`src/design/xlb_pkg.sv`:
```
// shared constants and types for the xor linear basis block
`timescale 1ns / 1ps

package xlb_pkg;

   localparam int WORD_BITS_DEFAULT = 31;
   localparam int ACTION_W          = 2;
   localparam int VALUE_W           = 31;
   localparam int MAX_XOR_W         = 31;

   localparam logic [ACTION_W-1:0] ACT_INSERT = 2'd0;
   localparam logic [ACTION_W-1:0] ACT_QUERY  = 2'd1;
   localparam logic [ACTION_W-1:0] ACT_CLEAR  = 2'd2;

   typedef struct packed {
      logic wr_en;
      logic clear_all;
   } xlb_slot_cmd_type;

endpackage

```
`src/design/xlb_slot_store.sv`:
```
// basis slot memory with per-slot valid bits and registered read port
`timescale 1ns / 1ps

module xlb_slot_store #(
   parameter int WORD_BITS = xlb_pkg::WORD_BITS_DEFAULT,
   parameter int AW        = $clog2(WORD_BITS)
) (
   input  logic                     clock,
   input  logic                     reset,
   input  xlb_pkg::xlb_slot_cmd_type cmd,
   input  logic [AW-1:0]            wr_addr,
   input  logic [WORD_BITS-1:0]     wr_data,
   input  logic [AW-1:0]            rd_addr,
   output logic [WORD_BITS-1:0]     rd_data,
   output logic                     rd_valid
);
   import xlb_pkg::*;

   logic [WORD_BITS-1:0] slot_mem [WORD_BITS];
   logic [WORD_BITS-1:0] valid_ff;
   logic [WORD_BITS-1:0] valid_in;
   logic [WORD_BITS-1:0] rd_data_ff;
   logic                 rd_valid_ff;

   always_comb begin
      valid_in = valid_ff;
      if (cmd.clear_all) begin
         valid_in = '0;
      end else if (cmd.wr_en) begin
         valid_in[wr_addr] = 1'b1;
      end
   end

   always_ff @(posedge clock) begin
      if (reset) begin
         valid_ff    <= '0;
         rd_valid_ff <= 1'b0;
      end else begin
         valid_ff    <= valid_in;
         rd_valid_ff <= valid_ff[rd_addr];
      end
   end

   always_ff @(posedge clock) begin
      if (cmd.wr_en) begin
         slot_mem[wr_addr] <= wr_data;
      end
      rd_data_ff <= slot_mem[rd_addr];
   end

   assign rd_data  = rd_data_ff;
   assign rd_valid = rd_valid_ff;

endmodule

```
`src/design/xlb_walk.sv`:
```
// sequencer that walks the slots top down for insert and maximum, and issues the clear
`timescale 1ns / 1ps

module xlb_walk #(
   parameter int WORD_BITS = xlb_pkg::WORD_BITS_DEFAULT,
   parameter int AW        = $clog2(WORD_BITS)
) (
   input  logic                          clock,
   input  logic                          reset,
   input  logic                          start,
   input  logic [xlb_pkg::ACTION_W-1:0]  start_action,
   input  logic [WORD_BITS-1:0]          start_word,
   output logic                          idle,
   output xlb_pkg::xlb_slot_cmd_type     cmd,
   output logic [AW-1:0]                 wr_addr,
   output logic [WORD_BITS-1:0]          wr_data,
   output logic [AW-1:0]                 rd_addr,
   input  logic [WORD_BITS-1:0]          rd_data,
   input  logic                          rd_valid,
   output logic                          res_valid,
   input  logic                          res_ready,
   output logic [WORD_BITS-1:0]          res_max,
   output logic                          res_added
);
   import xlb_pkg::*;

   localparam logic [1:0] ST_IDLE   = 2'd0;
   localparam logic [1:0] ST_WALK   = 2'd1;
   localparam logic [1:0] ST_FINISH = 2'd2;

   localparam logic [AW-1:0] TOP_IDX = AW'(WORD_BITS - 1);

   logic [1:0]           state_ff, state_in;
   logic [AW-1:0]        idx_ff, idx_in;
   logic [WORD_BITS-1:0] x_ff, x_in;
   logic [WORD_BITS-1:0] acc_ff, acc_in;
   logic                 ins_ff, ins_in;
   logic                 added_ff, added_in;

   logic                 hit;
   logic                 place;
   logic [WORD_BITS-1:0] eff;

   always_comb begin
      state_in  = state_ff;
      idx_in    = idx_ff;
      x_in      = x_ff;
      acc_in    = acc_ff;
      ins_in    = ins_ff;
      added_in  = added_ff;
      cmd       = '0;
      idle      = 1'b0;
      res_valid = 1'b0;
      rd_addr   = idx_ff - 1'b1;
      hit       = ins_ff & x_ff[idx_ff];
      place     = hit & ~rd_valid;
      eff       = place ? x_ff : rd_data;

      unique case (state_ff)
         ST_IDLE: begin
            idle    = 1'b1;
            rd_addr = TOP_IDX;
            if (start) begin
               acc_in   = '0;
               added_in = 1'b0;
               if (start_action == ACT_CLEAR) begin
                  cmd.clear_all = 1'b1;
                  state_in      = ST_FINISH;
               end else begin
                  x_in     = start_word;
                  ins_in   = (start_action == ACT_INSERT);
                  idx_in   = TOP_IDX;
                  state_in = ST_WALK;
               end
            end
         end
         ST_WALK: begin
            if (place) begin
               cmd.wr_en = 1'b1;
               ins_in    = 1'b0;
               added_in  = 1'b1;
            end else if (hit) begin
               x_in = x_ff ^ rd_data;
            end
            if ((place || rd_valid) && !acc_ff[idx_ff]) begin
               acc_in = acc_ff ^ eff;
            end
            if (idx_ff == '0) begin
               state_in = ST_FINISH;
            end else begin
               idx_in = idx_ff - 1'b1;
            end
         end
         ST_FINISH: begin
            res_valid = 1'b1;
            if (res_ready) begin
               state_in = ST_IDLE;
            end
         end
         default: begin
            state_in = ST_IDLE;
         end
      endcase
   end

   always_ff @(posedge clock) begin
      if (reset) begin
         state_ff <= ST_IDLE;
      end else begin
         state_ff <= state_in;
      end
   end

   always_ff @(posedge clock) begin
      idx_ff   <= idx_in;
      x_ff     <= x_in;
      acc_ff   <= acc_in;
      ins_ff   <= ins_in;
      added_ff <= added_in;
   end

   assign wr_addr   = idx_ff;
   assign wr_data   = x_ff;
   assign res_max   = acc_ff;
   assign res_added = added_ff;

endmodule

```
`src/design/xor_linear_basis_top.sv`:
```
// xor linear basis: one gf(2) basis slot per bit, insert, query and clear
// one request at a time: req_ready is high only while the walk is idle
// the walk reads one memory slot per cycle from the top bit down
// reset: synchronous, empties the basis at once through per-slot valid bits
`timescale 1ns / 1ps

module xor_linear_basis_top #(
   parameter int WORD_BITS = xlb_pkg::WORD_BITS_DEFAULT
) (
   input  logic                          clock,
   input  logic                          reset,
   input  logic                          req_valid,
   output logic                          req_ready,
   input  logic [xlb_pkg::ACTION_W-1:0]  req_action,
   input  logic [xlb_pkg::VALUE_W-1:0]   req_value,
   output logic                          rsp_valid,
   input  logic                          rsp_ready,
   output logic [xlb_pkg::MAX_XOR_W-1:0] rsp_max_xor,
   output logic                          rsp_added
);
   import xlb_pkg::*;

   localparam int AW = $clog2(WORD_BITS);

   xlb_slot_cmd_type     cmd;
   logic [AW-1:0]        wr_addr;
   logic [WORD_BITS-1:0] wr_data;
   logic [AW-1:0]        rd_addr;
   logic [WORD_BITS-1:0] rd_data;
   logic                 rd_valid;
   logic                 idle;
   logic                 start;
   logic [WORD_BITS-1:0] start_word;
   logic                 res_valid;
   logic                 res_ready;
   logic [WORD_BITS-1:0] res_max;
   logic                 res_added;
   logic [MAX_XOR_W-1:0] res_max_out;

   logic                 rsp_valid_ff, rsp_valid_in;
   logic [MAX_XOR_W-1:0] rsp_max_ff;
   logic                 rsp_added_ff;

   generate
      if (WORD_BITS > VALUE_W) begin : g_in_wide
         assign start_word = {{(WORD_BITS - VALUE_W){1'b0}}, req_value};
      end else if (WORD_BITS == VALUE_W) begin : g_in_same
         assign start_word = req_value;
      end else begin : g_in_narrow
         assign start_word = req_value[WORD_BITS-1:0];
      end
      if (WORD_BITS > MAX_XOR_W) begin : g_out_wide
         assign res_max_out = res_max[MAX_XOR_W-1:0];
      end else if (WORD_BITS == MAX_XOR_W) begin : g_out_same
         assign res_max_out = res_max;
      end else begin : g_out_narrow
         assign res_max_out = {{(MAX_XOR_W - WORD_BITS){1'b0}}, res_max};
      end
   endgenerate

   assign req_ready = idle;
   assign start     = req_valid & idle;

   xlb_slot_store #(
      .WORD_BITS (WORD_BITS),
      .AW        (AW)
   ) u_store (
      .clock    (clock),
      .reset    (reset),
      .cmd      (cmd),
      .wr_addr  (wr_addr),
      .wr_data  (wr_data),
      .rd_addr  (rd_addr),
      .rd_data  (rd_data),
      .rd_valid (rd_valid)
   );

   xlb_walk #(
      .WORD_BITS (WORD_BITS),
      .AW        (AW)
   ) u_walk (
      .clock        (clock),
      .reset        (reset),
      .start        (start),
      .start_action (req_action),
      .start_word   (start_word),
      .idle         (idle),
      .cmd          (cmd),
      .wr_addr      (wr_addr),
      .wr_data      (wr_data),
      .rd_addr      (rd_addr),
      .rd_data      (rd_data),
      .rd_valid     (rd_valid),
      .res_valid    (res_valid),
      .res_ready    (res_ready),
      .res_max      (res_max),
      .res_added    (res_added)
   );

   // output register parts the walk from the result channel
   assign res_ready    = ~rsp_valid_ff | rsp_ready;
   assign rsp_valid_in = (res_valid & res_ready) | (rsp_valid_ff & ~rsp_ready);

   always_ff @(posedge clock) begin
      if (reset) begin
         rsp_valid_ff <= 1'b0;
      end else begin
         rsp_valid_ff <= rsp_valid_in;
      end
   end

   always_ff @(posedge clock) begin
      if (res_valid && res_ready) begin
         rsp_max_ff   <= res_max_out;
         rsp_added_ff <= res_added;
      end
   end

   assign rsp_valid   = rsp_valid_ff;
   assign rsp_max_xor = rsp_max_ff;
   assign rsp_added   = rsp_added_ff;

endmodule
```
`config.mk`:
```
export PLATFORM = sky130hd
export DESIGN_NAME = xor_linear_basis_top
export DESIGN_NICKNAME = d
export VERILOG_FILES = /design/src/design/xlb_pkg.sv /design/src/design/xlb_slot_store.sv /design/src/design/xlb_walk.sv /design/src/design/xor_linear_basis_top.sv
export SDC_FILE = /design/constraint.sdc
export NUM_CORES = 1
export LEC_CHECK = 0
export BUFFER_PORTS_ARGS = -buffer_cell sky130_fd_sc_hd__buf_2
export CAP_MARGIN = 10
export CORE_MARGIN = 2
export CORE_UTILIZATION = 47
export CTS_CLUSTER_SIZE = 30
export DETAILED_ROUTE_END_ITERATION = 16
export GPL_ROUTABILITY_DRIVEN = 0
export PLACE_DENSITY = 0.69
export SYNTH_ARGS = -nofsm -noshare
export SYNTH_HDL_FRONTEND = slang
export SYNTH_HIERARCHICAL = 1
export SYNTH_SLANG_ARGS = --single-unit
```
`constraint.sdc`:
```
create_clock -name clock -period 4.46 [get_ports clock]
set_input_delay 0 -clock clock [delete_from_list [all_inputs] [get_ports clock]]
set_output_delay 0 -clock clock [all_outputs]
set_load 0.05 [all_outputs]
```
==> Flow_metrics.wiki <==
{| class="wikitable"
! Metric !! Value
|-
| Most prevalent standard cell on the critical path || sky130_fd_sc_hd__buf_4
|-
| Cell type contributing the most total cell area after synthesis || sky130_fd_sc_hd__edfxtp_1
|-
| Areal power density over the cells || roughly 620 nW/um^2
|-
| EDFF count, synth || 1062
|-
| Post-detailed-placement half-perimeter wirelength || around 64 mm
|-
| Slowest Stage Delay on Critical Path || 0.63 ns
|-
| Portion of the post-synthesis area used by sequential elements || ~75%
|-
| Detailed Route Iter0 Violations || 2965
|-
| Clock power frac || between 20 and 30%
|-
| Total buffers and inverters traversed by the critical path || 3
|-
| Count of input and output buffers || 70
|-
| TritonCTS clock tree || built
|-
| Area of the multi-input gates || 10600 sq um
|-
| Final Net Count || 2499
|-
| Number of rows in the core area || 112
|-
| Reg2Reg Depth || 9
|-
| Overall die height || 311 um
|-
| Pin count of the biggest net entering global routing || between 90 and 100
|-
| Post-route DRC violation count || 0
|-
| Net switching component of the power || between 9 and 10 mW
|-
| Wire length of the first global-routing pass || between 150 and 200 mm
|-
| RSZ-0062 raised after global routing || false
|-
| Clock tree sinks || 1128
|-
| Share of cells above drive strength 1 || roughly 28%
|-
| WL per Instance || 28.3 um
|-
| Run status || complete, no violations
|-
| Leakage || 17.0 nW
|-
| Min Clock Period, post-route || around 4.0 ns
|-
| Int Power || between 20 and 25 mW
|-
| Clock root buffer || sky130_fd_sc_hd__clkbuf_16
|-
| Die area || 97000 sq um
|-
| Netlist cell types || 55
|-
| Vias per Instance || 6.10
|-
| Die X || 311 um
|-
| Maximum fanout along the worst path || 18
|-
| Antenna violations before repair || 0
|-
| Signed area change from the synthesized netlist to the final layout || 15.4%
|-
| Relative contribution of sequential cells to total power || between 40% and 50%
|-
| Clock skew || 0.0368 ns
|-
| Comb pwr share || 27.0%
|-
| Clock slew seen by the registers of the worst setup and hold paths || 0.07 ns
|-
| Count of vias placed by the detailed router || around 23000
|-
| Final non-filler cell total || 3807
|-
| Max Transition Viols Final || 0
|-
| Total power || 31.6 mW
|-
| Initial cell density of the core || a little under half
|-
| Slew of the pin with the lowest slew margin || 0.984 ns
|-
| Category of the worst setup path capture point || flop
|-
| Number of H-tree levels || 3
|-
| Cell types with the largest area share after synthesis || sky130_fd_sc_hd__edfxtp_1, sky130_fd_sc_hd__mux4_2, sky130_fd_sc_hd__dfxtp_1
|-
| Share of async-settable or async-resettable flops after synthesis || 0%
|-
| Maximum resistive drop on vdd || 0.412 mV
|-
| Required time at the endpoint of the critical path || 4.79 ns
|-
| Most used flip-flop cell after synthesis || sky130_fd_sc_hd__edfxtp_1
|-
| Dpl cells || 3566
|-
| Period Utilization, post-route || 89.0%
|-
| Total inserted antenna cells || 0
|-
| Max-Cap Viols || 0
|-
| CP cell instances || buf_4, mux2i_1, mux4_2, nor3b_1, a2111oi_4, nand3b_1, buf_4, nor2_4, buf_4
|-
| Final total negative setup slack || 0 ns
|-
| Type of the most critical hold path || input pin to flop
|-
| Average cell area after synthesis || 19.8 sq um
|-
| Fillcell total || between 6000 and 7000
|-
| Synth Warn # || 6
|-
| Synth top cells by count || sky130_fd_sc_hd__edfxtp_1, sky130_fd_sc_hd__mux4_2, sky130_fd_sc_hd__mux2i_1
|-
| Number of cells traversed by the worst hold path || 4
|-
| Combined global-route utilization of all metal layers || 22.1%
|-
| Area taken by flip-flops and latches || about 33000 sq um
|-
| Number of hold violations in the final report || 0
|-
| I/O pin count || 71
|-
| Crit Path Class || flop to flop
|-
| Kind of start point of the critical path || flop
|-
| Leading cell type by number of instances after synthesis || sky130_fd_sc_hd__edfxtp_1
|-
| Total Wirelength || 108 mm
|-
| Count of nets left with antenna violations after detail routing || 0
|-
| Number of CTS-inserted buffers || approximately 110
|-
| Via count of the first global-routing pass || 23300
|-
| Sum of overflow across all layers after global routing || 0
|-
| Dpl ws || ~0.56 ns
|-
| First-pass iteration count of the detailed router || 6
|-
| Slowest cell on the critical path || sky130_fd_sc_hd__nand3b_1
|-
| Number of setup violations in the final report || 0
|-
| Synthesized area || 44400 sq um
|-
| Arrival time of data at the critical path endpoint || 4.30 ns
|-
| Worst Slack Setup Final || 0.489 ns
|-
| Max-slew headroom || 34.4%
|-
| Final standard cell utilization of the core || 54.9%
|-
| Synthesized Nets || 2287
|-
| Buffers from clock root to sink, at most || 3
|-
| Worst path depth || 9
|-
| Fraction of synthesized cell area taken by the top area cell type || 71.8%
|-
| Share of total power consumed by net switching || 30.0%
|-
| Number of instances in the synthesized netlist || 2248
|-
| Cell family with most CP delay || buffers and inverters
|-
| Area of the placeable core || 93500 sq um
|-
| Achievable clock frequency || 252 MHz
|-
| Number of synthesized register bits || 1128
|-
| Insertion delay to the later sink of the worst-skew pair || between 0.7 and 0.8 ns
|}
## state kept, by name (all words and copies together) (netlist names)
| signal | flops |
|---|---|
| rsp_added | 1 |
| rsp_max_xor | 31 |
| rsp_valid | 1 |
| u_store/rd_data | 31 |
| u_store/rd_valid | 1 |
| u_store/slot_mem | 961 |
| u_store/valid_ff | 31 |
| u_walk/ins_ff | 1 |
| u_walk/res_added | 1 |
| u_walk/res_max | 31 |
| u_walk/state_ff | 2 |
| u_walk/wr_addr | 5 |
| u_walk/wr_data | 31 |
## placed cells by master (no fill, tap or decap), types with 4 or more instances in the layout
cell type and n:
sky130_fd_sc_hd__nand2_1 78, sky130_fd_sc_hd__buf_2 70, sky130_fd_sc_hd__o22ai_1 31, sky130_fd_sc_hd__o21a_1 31
sky130_fd_sc_hd__mux2_2 57, sky130_fd_sc_hd__clkinv_1 21, sky130_fd_sc_hd__mux4_2 235, sky130_fd_sc_hd__bufinv_16 17
sky130_fd_sc_hd__dlygate4sd3_1 40, sky130_fd_sc_hd__nor3_1 4, sky130_fd_sc_hd__a22oi_1 49, sky130_fd_sc_hd__nor2_1 50
sky130_fd_sc_hd__buf_4 99, sky130_fd_sc_hd__xnor2_1 34, sky130_fd_sc_hd__nor2b_1 5, sky130_fd_sc_hd__mux2i_1 110
sky130_fd_sc_hd__clkinvlp_4 8, sky130_fd_sc_hd__clkbuf_1 22, sky130_fd_sc_hd__a21oi_1 33, sky130_fd_sc_hd__nand3_1 29
sky130_fd_sc_hd__o21ai_0 62, sky130_fd_sc_hd__and2_1 5, sky130_fd_sc_hd__a221oi_1 28, sky130_fd_sc_hd__a22oi_2 5
sky130_fd_sc_hd__nor2_4 33, sky130_fd_sc_hd__buf_12 29, sky130_fd_sc_hd__nand3b_1 6, sky130_fd_sc_hd__a32oi_1 6
sky130_fd_sc_hd__clkinv_2 17, sky130_fd_sc_hd__edfxtp_1 1062, sky130_fd_sc_hd__nand2b_1 5, sky130_fd_sc_hd__a211o_1 7
sky130_fd_sc_hd__dfxtp_1 66, sky130_fd_sc_hd__inv_1 42, sky130_fd_sc_hd__clkinv_16 4, sky130_fd_sc_hd__clkbuf_16 106
## final cells by class
type / instances / area share, %
clock buffers: 131 / 5.41
multi-input cells: 944 / 20.7
well taps: 1254 / 3.06
flip-flops and latches: 1128 / 64.8
clock inverters: 70 / 1.75
inverters: 42 / 0.307
repair buffers: 238 / 4.04
## logic make-up after synthesis
kind of cell	count (synthesis)	synth area share [%]
compound gates	271	4.23
xor+xnor	34	0.670
fa+ha+maj	2	0.0563
buf+inv	176	2.03
flops	1128	74.7
mux	404	16.0
simple gates	233	2.32
## worst register-to-register path, stage by stage (launching register included)
cell	delay, ns
sky130_fd_sc_hd__edfxtp_1	0.53
sky130_fd_sc_hd__buf_4	0.30
sky130_fd_sc_hd__mux2i_1	0.12
sky130_fd_sc_hd__mux4_2	0.47
sky130_fd_sc_hd__nor3b_1	0.20
sky130_fd_sc_hd__a2111oi_4	0.43
sky130_fd_sc_hd__nand3b_1	0.63
sky130_fd_sc_hd__buf_4	0.42
sky130_fd_sc_hd__nor2_4	0.11
sky130_fd_sc_hd__buf_4	0.39
## path summary, 6_finish.rpt
check,endpoint,start,slack [ns]
setup / recovery,u_store/slot_mem[9][23],u_walk/wr_addr[0],0.49
hold / removal,u_walk/wr_data[29],req_value[29],0.16
setup reg to reg,u_store/slot_mem[9][23],u_walk/wr_addr[0],0.49
hold reg to reg,rsp_added,u_walk/res_added,0.43
## metal layers
| layer | share of wire (%) | vias to the layer above | global-route usage (%) |
|---|---|---|---|
| met4 | 2.4 | 0 | 5.53 |
| met1 | 40 | 12300 | 31.2 |
| met3 | 8.6 | 151 | 3.98 |
| li1 | - | 9613 | - |
| met2 | 49 | 1193 | 35.9 |
| met5 | 0 | - | 0 |
## power groups by stage
stage               registers (mW)  logic (mW)  clock network (mW)
finish                        13.7        8.53                9.41
global route                  13.7        9.12                9.93
CTS                           13.7        8.61                9.53
detailed placement            13.9        8.53                   0
global placement              13.9        8.31                   0
floorplan                     14.2        5.60                   0
## stage by stage
stage	instance area (sq um)	hold WS, ns
global route	51300	0.151
global placement	47200	0.291
detailed placement	47200	0.300
floorplan	44500	0.0624
finish	51300	0.160
CTS	51300	0.118
## repair_timing
item	in CTS	in global routing
hold endpoints to repair	66	0
gates resized for setup	0	0
buffers inserted	0	0
hold buffers	40	0
Note: power is estimated with default switching activity, not from simulation.
